[config.mk]
export PLATFORM = sky130hd
export DESIGN_NAME = trpbb_ctrl
export DESIGN_NICKNAME = d
export VERILOG_FILES = /design/src/rtl/core/trpbb_pkg.sv /design/src/rtl/core/trpbb_ctrl.sv
export SDC_FILE = /design/constraint.sdc
export NUM_CORES = 1
export LEC_CHECK = 0
export BUFFER_PORTS_ARGS = -buffer_cell sky130_fd_sc_hd__clkbuf_2
export CORE_MARGIN = 1
export CORE_UTILIZATION = 25
export CTS_BUF_LIST = sky130_fd_sc_hd__clkbuf_8
export CTS_CLUSTER_SIZE = 25
export DETAILED_ROUTE_END_ITERATION = 6
export SYNTH_ARGS = -nofsm -noshare
export SYNTH_HDL_FRONTEND = slang
export SYNTH_SLANG_ARGS = --single-unit
[constraint.sdc]
create_clock -name clk -period 3.1 [get_ports clk]
set_clock_uncertainty 0.1 [all_clocks]
set_input_delay 0.31 -clock clk [delete_from_list [all_inputs] [get_ports clk]]
set_output_delay 0.31 -clock clk [all_outputs]
set_load 0.005 [all_outputs]
[src/rtl/core/trpbb_pkg.sv]
package trpbb_pkg;

  localparam int MAX_POINTS = 1024;
  localparam int COORD_BITS = 12;
  localparam int ADDR_W     = $clog2(MAX_POINTS);
  localparam int CNT_W      = ADDR_W + 1;
  localparam int REG_W      = 12;
  localparam int NUM_W      = COORD_BITS + 16;
  localparam int STEP_W     = $clog2(NUM_W);
  localparam int FRAC_W     = 16;

  // floor(n/10) as (n * K_RECIP) >> K_SHIFT, exact for n up to 4096
  localparam int K_RECIP = 3277;
  localparam int K_SHIFT = 15;

  localparam logic [1:0] REG_SCREEN_HEIGHT = 2'd0;
  localparam logic [1:0] REG_SCREEN_WIDTH  = 2'd1;

  localparam logic [1:0] FSEL_CENTER_X = 2'd0;
  localparam logic [1:0] FSEL_CENTER_Y = 2'd1;
  localparam logic [1:0] FSEL_HEIGHT   = 2'd2;
  localparam logic [1:0] FSEL_WIDTH    = 2'd3;

  typedef enum logic [3:0] {
    ST_IDLE,
    ST_INIT,
    ST_CMP,
    ST_WV,
    ST_AXDONE,
    ST_FRD0,
    ST_FRD1,
    ST_FRD2,
    ST_DLOAD,
    ST_DSTEP,
    ST_OUT
  } state_t;

  typedef struct packed {
    logic load;
    logic sort_init;
    logic sort_cmp;
    logic sort_wv;
    logic axis_done;
    logic fin_rd0;
    logic fin_rd1;
    logic fin_rd2;
    logic div_load;
    logic div_step;
    logic finish;
  } cmd_t;

  typedef struct packed {
    logic cnt_zero;
    logic cnt_full;
    logic last;
    logic axis;
    logic gt;
    logic pos_one;
    logic div_last;
    logic fsel_last;
  } status_t;

endpackage

[src/rtl/core/trpbb_ctrl.sv]
module trpbb_ctrl
  import trpbb_pkg::*;
(
  input  logic    clk,
  input  logic    rst_n,
  input  logic    start,
  input  status_t status,
  output cmd_t    cmd,
  output logic    busy,
  output logic    out_valid
);

  state_t state_r, state_nxt;

  always_ff @(posedge clk) begin
    if (!rst_n) begin
      state_r <= ST_IDLE;
    end else begin
      state_r <= state_nxt;
    end
  end

  always_comb begin
    state_nxt = state_r;
    case (state_r)
      ST_IDLE:   if (start) state_nxt = ST_INIT;
      ST_INIT: begin
        if (status.cnt_full) state_nxt = status.last ? ST_FRD0 : ST_IDLE;
        else if (status.cnt_zero) state_nxt = ST_WV;
        else state_nxt = ST_CMP;
      end
      ST_CMP:    state_nxt = (status.gt && !status.pos_one) ? ST_CMP : ST_WV;
      ST_WV:     state_nxt = ST_AXDONE;
      ST_AXDONE: begin
        if (!status.axis) state_nxt = ST_INIT;
        else state_nxt = status.last ? ST_FRD0 : ST_IDLE;
      end
      ST_FRD0:   state_nxt = ST_FRD1;
      ST_FRD1:   state_nxt = ST_FRD2;
      ST_FRD2:   state_nxt = ST_DLOAD;
      ST_DLOAD:  state_nxt = ST_DSTEP;
      ST_DSTEP: begin
        if (status.div_last) state_nxt = status.fsel_last ? ST_OUT : ST_DLOAD;
      end
      ST_OUT:    state_nxt = ST_IDLE;
      default:   state_nxt = ST_IDLE;
    endcase
  end

  always_comb begin
    cmd       = '0;
    busy      = 1'b1;
    out_valid = 1'b0;
    case (state_r)
      ST_IDLE: begin
        busy     = 1'b0;
        cmd.load = start;
      end
      ST_INIT:   cmd.sort_init = 1'b1;
      ST_CMP:    cmd.sort_cmp  = 1'b1;
      ST_WV:     cmd.sort_wv   = 1'b1;
      ST_AXDONE: cmd.axis_done = 1'b1;
      ST_FRD0:   cmd.fin_rd0   = 1'b1;
      ST_FRD1:   cmd.fin_rd1   = 1'b1;
      ST_FRD2:   cmd.fin_rd2   = 1'b1;
      ST_DLOAD:  cmd.div_load  = 1'b1;
      ST_DSTEP:  cmd.div_step  = 1'b1;
      ST_OUT: begin
        cmd.finish = 1'b1;
        out_valid  = 1'b1;
      end
      default: cmd = '0;
    endcase
  end

endmodule

### Word level (Yosys, flattened, before mapping)

Index checks and enable logic that the tools add are counted.

| operators by class | value |
|---|---|
| equal/unequal tests | 12 |
| multiplexer cells | 21 |
| reduce and logical (&&, ||, !) cells | 4 |

Operator list:

| cell | count |
|---|---|
| one-hot mux 4 bit (10 select lines) | 1 |
| == test 4 x 3 -> 1 bit, second input constant | 4 |
| two-way mux 1 bit | 14 |
| == test 4 bit, second input constant | 3 |
| two-way mux 3 bit | 3 |
| == test 4 x 2 -> 1 bit, second input constant | 2 |
| two-way mux 4 bit | 2 |
| == test 4 x 1 -> 1 bit, second input constant | 1 |
| logical NOT 4 bit | 1 |
| inequality test 2 bit, second input constant | 2 |
| two-way mux 2 bit | 1 |
| AND reduction 2 bit | 1 |
| logical AND 1 bit | 1 |
| logical NOT 1 bit | 1 |

| word-level totals | value |
|---|---|
| flip-flop bits (word level) | 4 |
| bits of input ports | 11 |
| output and inout port bits | 13 |

### Longest topological paths before layout

Gate-level depths: netlist of run 1.

| logic depth | value |
|---|---|
| word-level depth | 4 |
| gate-level depth with buffers | 5 |
| depth with buffers taken out | 4 |

### Worst setup path after synthesis of run 1

OpenSTA, ideal clock, no wires.

| timing | value |
|---|---|
| path kind | register -> output |
| start point | reg state_r[0] |
| end point | out cmd[0] (netlist bit) |
| data arrival time | 0.851 ns |
| required time | 2.690 ns |
| setup slack | 1.839 ns |
| stages on the path, launching flop included | 5 |
| path buffers | 2 |
| cells stage by stage | dfxtp_1 > buf_6 > nand2b_4 > nor2_1 > buf_4 |

| between the ends | value |
|---|---|
| longest elaborated chain between the ends | 2 |

Ends and longest elaborated chain:

| element | line | RTL |
|---|---|---|
| start, declared | trpbb_ctrl.sv:13 | `state_t state_r, state_nxt;` |
| start signal, assigned | trpbb_ctrl.sv:19 | `state_r <= state_nxt;` |
| == test 4 bit | -- |  |
| two-way mux 1 bit | -- |  |
| end, declared | trpbb_ctrl.sv:8 | `output cmd_t cmd,` |

No other way between the ends.

==> results of run 1 <==
-- cell usage in the layout (no fill, tap or decap), types with 2 or more instances in the layout --
master	netlist	final
dfxtp_1	4	4
nor3_2	2	2
nand2b_1	2	2
clkbuf_8	0	3
nand2b_4	3	3
nor3_1	4	4
nand2_1	4	4
nor2_1	9	9
a21oi_1	3	3
clkbuf_2	0	23
-- layer usage --
layer | routed length (um) | share of wire [%] | GRT usage [%] | vias to the layer above
met5 | 0 | 0 | 0 | -
li1 | - | - | - | 242
met3 | 59 | 5.5 | 2.778 | 0
met1 | 502 | 47 | 14.96 | 206
met4 | 0 | 0 | 5.455 | 0
met2 | 504 | 47 | 18.86 | 15
-- kinds of logic (layout without fill, tap and decap cells) --
group | count (synthesis) | in the layout | synth area share (%)
AND/OR/NAND/NOR | 31 | 31 | 41.16
AO/OA/AOI/OAI | 14 | 14 | 28.76
buffers and inverters | 6 | 27 | 11.08
flip-flops | 4 | 4 | 16.89
multiplexers | 1 | 1 | 2.111
-- synth_stat cells (2+ instances only) --
master	count
nand2b_1	2
a21oi_1	3
nand2b_4	3
nand2_1	4
nor2_1	9
nor3_1	4
dfxtp_1	4
buf_4	2
buf_6	3
nor3_2	2
-- power by group through the flow --
stage                     registers, uW  logic, uW  clock network (uW)
after CTS                          67.8       65.0                 111
after detailed placement           68.4       64.6                   0
after global routing               68.9       71.2                 117
after global placement             68.7       63.7                   0
final                              67.9       64.0                 107
after floorplan                    58.3       57.1                   0
-- worst register-to-register path, delay by kind of cell (launching register included) --
family	cells	cell delay (ns)
flip-flops	1	0.62
AND/OR/NAND/NOR	2	0.37
AO/OA/AOI/OAI	2	0.29
-- stage by stage --
stage	setup slack, ns	utilization, %
after floorplan	1.839	-
after global placement	1.492	32.76
after detailed placement	1.479	32.76
after CTS	1.246	35.13
after global routing	1.113	35.13
final	1.253	35.13
-- final timing paths --
path	cells past startpoint	start	slack [ns]	end
min reg2reg	2	state_r[1]	0.67	state_r[3]
max reg2reg	4	state_r[1]	1.60	state_r[0]
min	2	rst_n	0.26	state_r[3]
max	3	state_r[3]	1.25	cmd[2]
-- layout make-up --
class                   count  area, sq um
inverters                   1        3.754
clock buffers               3        41.29
fillers                   199         1132
well taps                  25        31.28
flip-flops and latches      4        80.08
multi-input cells          46        341.6
repair buffers             23        115.1
==> results_dict.tcl, run 1 <==
set metrics [dict create \
    rsz0062_at_grt "false" \
    dieArea_sq_um 2075 \
    yosysTopAreaCell "dfxtp_1" \
    dp.cells 99 \
    critPathMaxFanout 13 \
    clkPwrFrac_pct 44.9 \
    detail_route.first_pass.iterations 2 \
    clock-sinks 4 \
    dpl_cell_area_sq_um 571.8 \
    grt_pass1_vias 433 \
    die_h_um 45.55 \
    maxSlewViolCount 0 \
    fmax_mhz 541.4 \
    synth_area_per_cell_sq_um 8.468 \
    fin_crit_sh_pct 59.59 \
    via_count 463 \
    ctsHoldBuffers 0 \
    tritoncts "yes" \
    first_iter_violations 6 \
    p_comb_share_pct 26.7 \
    slowest_stage "dfxtp_1" \
    slowest_delay_ns 0.66 \
    drive_gt1_share_pct 51.95 \
    tightest_slew_ns 0.5563 \
    synthTopCellsByArea "dfxtp_1 17%, nand2b_4 8.7%, nor2_1 7.1%" \
    synth_flop_cell "dfxtp_1" \
    nets 90 \
    grt_max_degree 14 \
    num_rows 15 \
    hp-class "input port to flop" \
    cts_buffer_depth 2 \
    regMostFlops "state_r" \
    finalHoldViolCount 0 \
    clock_latency_ns 0.21 \
    tns_ns 0 \
    async_flop_share_pct 0 \
    critPathTopFamily "flip-flops" \
    core_sq_um 1745 \
    vias_per_cell 4.539 \
    fp.dieW_um 45.55 \
    routedWlPerCell_um 10.46 \
    power.leakage_uw 0.0002726 \
    p_sw_uw 68.49 \
    ant_nets 0 \
    switching_share_pct 28.63 \
    largest_reg_flops 4 \
    synthesis.area_sq_um 474.2 \
    post_cts_resized 0 \
    fin_area_sq_um 613.1 \
    reg.largest.list "state_r x4" \
    end_kind "output pin" \
    slew_headroom_pct 62.86 \
    synth-seq-cells 4 \
    start_util_pct 27.17 \
    status "finished clean" \
    cts_buffers 3 \
    final_cells 102 \
    whs_ns 0.2602 \
    drc_errors 0 \
    track_usage_pct 11.86 \
    postCtsSetupRepairBufs 0 \
    synth_nets 67 \
    ys_seq_area_share_pct 16.89 \
    synthCells 56 \
    synth_enable_flop_cells 0 \
    p_total_uw 239.3 \
    syn_to_final_growth_pct 29.29 \
    post-route-min-period_ns 1.847 \
    seqPwrFrac_pct 28.4 \
    grt_antenna_before_repair 0 \
    start_kind "flop" \
    setup_viol 0 \
    cp_num_buf_inv 1 \
    synth_cell_type_count 30 \
    cts.clk_slew.worst_paths_ns 0.03 \
    wl_um 1067 \
    yosys.area.top_type_share_pct 16.89 \
    globalplace.congestion 0.6839 \
    ys_warn_count 0 \
    p_per_area_nw_per_um2 390.3 \
    cp_cell_sequence "nand2b_1, nor3_1, clkbuf_2" \
    crit_type "flop to output pin" \
    h-tree-depth 1 \
    arrival_ns 1.44 \
    diodes 0 \
    grt_overflow_total 0 \
    cts_root_buf "clkbuf_8" \
    irDropWorstVdd_mv 0.2183 \
    hpwl_um 837 \
    ioPinCount 24 \
    drv_cap 0 \
    portBuffers 23 \
    p_int_uw 170.8 \
    required_ns 2.69 \
    grt_pass1_wl_um 1773 \
]
Power figures use the tool's default switching activity.
==> inputs of run 2 (changes only) <==
--- a/config.mk
+++ b/config.mk
@@ -5,6 +5,7 @@
 export SDC_FILE = /design/constraint.sdc
 export NUM_CORES = 1
 export LEC_CHECK = 0
+export ABC_AREA = 1
 export BUFFER_PORTS_ARGS = -buffer_cell sky130_fd_sc_hd__clkbuf_2
 export CORE_MARGIN = 1
 export CORE_UTILIZATION = 25
==> constraint.sdc (replaced) <==
create_clock -name clk -period 1.9 [get_ports clk]
set_clock_uncertainty 0.1 [all_clocks]
set_input_delay 0.19 -clock clk [delete_from_list [all_inputs] [get_ports clk]]
set_output_delay 0.19 -clock clk [all_outputs]
set_load 0.005 [all_outputs]
==> run 2 against run 1 <==
Global-route usage grew 1.4 points. Count of clock-buffer cells in the layout is the same. Critical path depth grew 3. Cell count grew 9.8%. Final area shrank 12%. Sequential share of layout area grew 1.9 points. Hold slack lost 0.12 ns. Register-to-register slack lost 1.0 ns. Utilization grew 5.1 points.
==> results_dict.tcl, run 2 <==
set metrics [dict create \
    grt_antenna_before_repair 0 \
    yosys.area.top_type_share_pct 21.69 \
    layout_commonest_cell "clkbuf_2" \
    ant_nets 0 \
    ys_warn_count 0 \
    wl_um 842 \
    hp-class "input port to flop" \
    h-tree-depth 1 \
    via_count 458 \
    nets 110 \
    grt_pass1_wl_um 1469 \
    num_rows 13 \
    finalHoldViolCount 0 \
    cts_root_buf "clkbuf_8" \
    first_iter_violations 12 \
    r2r_cells 8 \
    fp.dieW_um 40.43 \
    slowest_delay_ns 0.35 \
    routedWlPerCell_um 7.518 \
    cts.clk_slew.worst_paths_ns 0.03 \
    cp_cell_sequence "nor2_2, inv_1, nor2_1, inv_1, nor2_1, clkbuf_2" \
    async_flop_share_pct 0 \
    end_kind "output pin" \
    grt_pass1_vias 395 \
    hpwl_um 751.9 \
    tritoncts "yes" \
    required_ns 1.61 \
    fmax_mhz 650.3 \
    synth_cell_type_count 13 \
    muxShareOfSynthArea_pct 0 \
    maxSlewViolCount 0 \
    synth_nets 83 \
    ioPinCount 24 \
    synth_fa_ha_area_share_pct 0 \
    cts_buffers 3 \
    dp.cells 109 \
    die_h_um 40.43 \
    synth_area_per_cell_sq_um 5.126 \
    arrival_ns 1.25 \
    synth_flop_cell "dfxtp_1" \
    hold_depth 3 \
    largest_reg_flops 4 \
    ctsHoldBuffers 0 \
    synth-seq-cells 4 \
    critPathMaxFanout 6 \
    setup_viol 0 \
    synth_compound_area_share_pct 4.407 \
    mostFrequentLayoutCells "23 x clkbuf_2, 20 x nand2_1, 18 x inv_1" \
    synthTopCellsByArea "dfxtp_1 22%, nand2_1 20%, inv_1 18%" \
    start_kind "flop" \
    tightest_slew_ns 0.3561 \
    synthCells 72 \
    tns_ns 0 \
    whs_ns 0.1452 \
    grt_max_degree 7 \
    status "finished clean" \
    rsz0062_at_grt "false" \
    drv_cap 0 \
    globalplace.congestion 0.7854 \
    crit_type "flop to output pin" \
    yosysMostFrequentCell "nand2_1" \
    dp_slack_ns 0.5839 \
    clock-sinks 4 \
    cp_num_buf_inv 3 \
    slowest_stage "dfxtp_1" \
    cp_num_cells 6 \
    drc_errors 0 \
    yosys.area_share.xor_xnor_pct 0 \
    synth-simple-area-share_pct 53.56 \
    diodes 0 \
    synth_enable_flop_cells 0 \
    clock_latency_ns 0.21 \
    fillers 157 \
    reg.largest.list "state_r x4" \
    synthesis.area_sq_um 369.1 \
    cts_buffer_depth 2 \
    utilization_pct 40.24 \
    dieArea_sq_um 1634 \
    post_cts_resized 0 \
    drive_gt1_share_pct 29.90 \
    p_per_area_nw_per_um2 722.7 \
    vias_per_cell 4.089 \
    track_usage_pct 13.28 \
    yosysTopAreaCell "dfxtp_1" \
    start_util_pct 27.67 \
    slew_headroom_pct 76.04 \
    critPathTopFamily "simple AND/OR/NAND/NOR gates" \
    synth_top_family_by_area "simple AND/OR/NAND/NOR gates" \
    fin_crit_sh_pct 80.93 \
    irDropWorstVdd_mv 0.3175 \
    grt_overflow_total 0 \
    postCtsSetupRepairBufs 0 \
    regMostFlops "state_r" \
    syn_to_final_growth_pct 45.42 \
    setup_ws_ns 0.3623 \
    final_cells 112 \
    detail_route.first_pass.iterations 3 \
    power.leakage_uw 0.0003604 \
    portBuffers 23 \
    ys_seq_area_share_pct 21.69 \
    core_sq_um 1334 \
    yosys-top-cells-count "20 x nand2_1, 18 x inv_1, 14 x nor2_1, 6 x nand3_1, 4 x dfxtp_1" \
    post-route-min-period_ns 1.538 \
]
-- run 2: changes by cell type after synthesis, moves of 2 or more --
cell	previous run	this run
nor3_1	4	1
nor2_1	9	14
inv_1	1	18
nand2b_1	2	0
nand2_1	4	20
nand3_1	1	6
nand2b_4	3	0
buf_6	3	0
-- run 2: cell type report --
| class | instances | area, sq um | area share (%) |
|---|---|---|---|
| Sequential cell | 4 | 80.08 | 14.92 |
| Tap cell | 15 | 18.77 | 3.497 |
| Multi-Input combinational cell | 49 | 214.0 | 39.86 |
| Clock buffer | 3 | 41.29 | 7.692 |
| Inverter | 18 | 67.56 | 12.59 |
| Timing Repair Buffer | 23 | 115.1 | 21.45 |
-- run 2: worst paths after layout --
check	slack [ns]	end	start
setup / recovery	0.36	cmd[10]	state_r[2]
hold / removal	0.15	state_r[3]	rst_n
setup reg to reg	0.59	state_r[0]	state_r[1]
hold reg to reg	0.48	state_r[3]	state_r[3]
-- run 2: through the flow --
| stage | cell area, sq um | total power, uW |
|---|---|---|
| 6_report | 536.8 | 387.9 |
| 5_1_grt | 536.8 | 429.2 |
| 4_1_cts | 536.8 | 395.4 |
| 3_5_place_dp | 495.5 | 215.5 |
| 3_3_place_gp | 495.5 | 216.0 |
| 2_1_floorplan | 369.1 | 175.2 |
-- run 2: worst min-delay path: cells and delay by family --
kind / cells / cell delay, ns
buf+inv: 2 / 0.14
simple gates: 1 / 0.09
-- run 2: kinds of logic (layout without fill, tap and decap cells) --
logic type             Yosys count  in the layout
buffers and inverters           19             44
flip-flops                       4              4
AO/OA/AOI/OAI                    3              3
AND/OR/NAND/NOR                 46             46
-- run 2: metal layers --
metal | share of wire [%] | vias to the layer above | track usage (%)
li1 | - | 264 | -
met1 | 47 | 176 | 16.39
met2 | 45 | 18 | 22.62
met3 | 7.6 | 0 | 3.889
met4 | 0 | 0 | 2.500
met5 | 0 | - | 0
-- run 2: power by group --
group | internal [uW] | leakage (uW) | switching [uW]
clock network | 135 | 0.0000216 | 39.8
registers | 92.2 | 0.0000326 | 8.83
logic | 46.1 | 0.000306 | 66.3
total | 273 | 0.000360 | 115
==> inputs of run 3 (changes only) <==
--- a/config.mk
+++ b/config.mk
@@ -5,7 +5,7 @@
 export SDC_FILE = /design/constraint.sdc
 export NUM_CORES = 1
 export LEC_CHECK = 0
-export ABC_AREA = 1
+export ABC_AREA = 0
 export BUFFER_PORTS_ARGS = -buffer_cell sky130_fd_sc_hd__clkbuf_2
 export CORE_MARGIN = 1
 export CORE_UTILIZATION = 25
==> constraint.sdc (replaced) <==
create_clock -name clk -period 1.4 [get_ports clk]
set_clock_uncertainty 0.1 [all_clocks]
set_input_delay 0.14 -clock clk [delete_from_list [all_inputs] [get_ports clk]]
set_output_delay 0.14 -clock clk [all_outputs]
set_load 0.005 [all_outputs]
==> run 3 against run 2 <==
Clock power rose by 41%. First-iteration DRC count decreased by 25%. Worst setup slack lost 0.33 ns. Utilization down 0.82 points. Hold slack got worse by 0.068 ns. Global-route usage down 1.5 points. Critical path depth fell by 3. Combinational power is 49% higher. Sequential share of layout area fell by 2.6 points.
==> results_dict.tcl, run 3 (same netlist as run 1, synthesis figures left out) <==
set metrics [dict create \
    status "finished clean" \
    ctsHoldBuffers 0 \
    rsz0062_at_grt "true" \
    die_h_um 45.55 \
    portBuffers 23 \
    reg2reg_slack_ns 0.19 \
    dieArea_sq_um 2075 \
    cts.clk_slew.worst_paths_ns 0.03 \
    via_count 509 \
    globalplace.congestion 0.7786 \
    end_kind "output pin" \
    detail_route.first_pass.iterations 4 \
    h-tree-depth 1 \
    tritoncts "yes" \
    p_per_area_nw_per_um2 807.3 \
    first_iter_violations 9 \
    diodes 0 \
    start_util_pct 27.17 \
    num_rows 15 \
    drc_errors 0 \
    routedWlPerCell_um 10.66 \
    cts_root_buf "clkbuf_8" \
    reg.largest.list "state_r x4" \
    vias_per_cell 4.713 \
    track_usage_pct 11.79 \
    clock-sinks 4 \
    required_ns 1.16 \
    arrival_ns 1.13 \
    slew_headroom_pct 83.02 \
    drv_cap 0 \
    post-route-min-period_ns 1.365 \
    fp.dieW_um 45.55 \
    critPathMaxFanout 4 \
    core_sq_um 1745 \
    ioPinCount 24 \
    regMostFlops "state_r" \
    fin_crit_sh_pct 97.51 \
    grt_overflow_total 0 \
    start_kind "flop" \
    clock_latency_ns 0.22 \
    tns_ns 0 \
    grt_pass1_vias 440 \
    p_total_uw 555.5 \
    grt_pass1_wl_um 1780 \
    setup_viol 0 \
    cts_buffer_depth 2 \
    layout_commonest_cell "clkbuf_2" \
    finalHoldViolCount 0 \
    cts_buffers 3 \
    largest_reg_flops 4 \
    irDropWorstVdd_mv 0.4633 \
    maxSlewViolCount 0 \
    crit_type "flop to output pin" \
    tightest_slew_ns 0.2548 \
    grt_max_degree 11 \
    syn_to_final_growth_pct 45.12 \
    mostFrequentLayoutCells "23 x clkbuf_2, 7 x nor2_1, 5 x buf_4" \
    drive_gt1_share_pct 61.45 \
    wl_um 1151 \
    fmax_mhz 732.5 \
    nets 96 \
    grt_antenna_before_repair 0 \
    hpwl_um 889.5 \
    power.leakage_uw 0.0003080 \
    hp-class "input port to flop" \
    ant_nets 0 \
]
[run 3: cell types whose count changed in the layout (fill, tap and decap cells not counted), sizes merged, moves of 2 or more]
cell / delta
inv: -17
nand2: -16
buf: +6
nor2: -6
nand2b: +5
nand3: -5
nor3: +4
o21ai: +3
a21oi: +2
[run 3: final timing paths]
check | startpoint | endpoint | cells after the start
worst max-delay path | state_r[2] | cmd[3] | 3
worst min-delay path | rst_n | state_r[3] | 2
worst max register to register | state_r[3] | state_r[0] | 4
worst min register to register | state_r[3] | state_r[2] | 2
[run 3: routing by layer]
| metal | up-vias | share of wire [%] | wire [um] | global-route usage [%] |
|---|---|---|---|---|
| li1 | 254 | - | - | - |
| met3 | 0 | 7.5 | 86 | 4.762 |
| met4 | 0 | 0 | 0 | 1.818 |
| met5 | - | 0 | 0 | 0 |
| met1 | 230 | 43 | 500 | 15.99 |
| met2 | 25 | 49 | 563 | 17.71 |
[run 3: power breakdown]
| part | switching [uW] | internal, uW | total, uW | leakage [uW] |
|---|---|---|---|---|
| combinational | 83.2 | 84.3 | 167 | 0.000253 |
| sequential | 18.5 | 124 | 143 | 0.0000337 |
| clock | 62.1 | 184 | 246 | 0.0000216 |
| total | 164 | 392 | 556 | 0.000308 |
[run 3: per-stage QoR]
step           setup WS, ns  util (%)  hold slack, ns  cell area (sq um)  std cells
2_1_floorplan        0.2471         -          0.1575              474.2         56
3_3_place_gp         0.1328     35.34          0.3051              616.8        105
3_5_place_dp        0.05774     35.34          0.3048              616.8        105
4_1_cts            0.006681     38.14         0.07156              665.6        108
5_1_grt            -0.01424     39.43         0.08727              688.2        108
6_report            0.03490     39.43         0.07703              688.2        108
[run 3: repair_timing]
item	in CTS	in global routing
setup buffers	0	0
gates cloned	0	0
pin swaps	0	0
gates resized for setup	3	6
setup endpoints to repair	10	5
[run 3: area by class of cell]
type / instances / area [sq um]
multi-input cells: 46 / 362.8
well taps: 25 / 31.28
flip-flops and latches: 4 / 85.08
fillers: 191 / 1057
inverters: 1 / 3.754
repair buffers: 29 / 163.9
clock buffers: 3 / 41.29
[run 3: worst max-delay path: stages (launching register included)]
cell and delay [ns]:
dfxtp_1 0.35, or2b_1 0.30, nor2_2 0.14, clkbuf_2 0.12
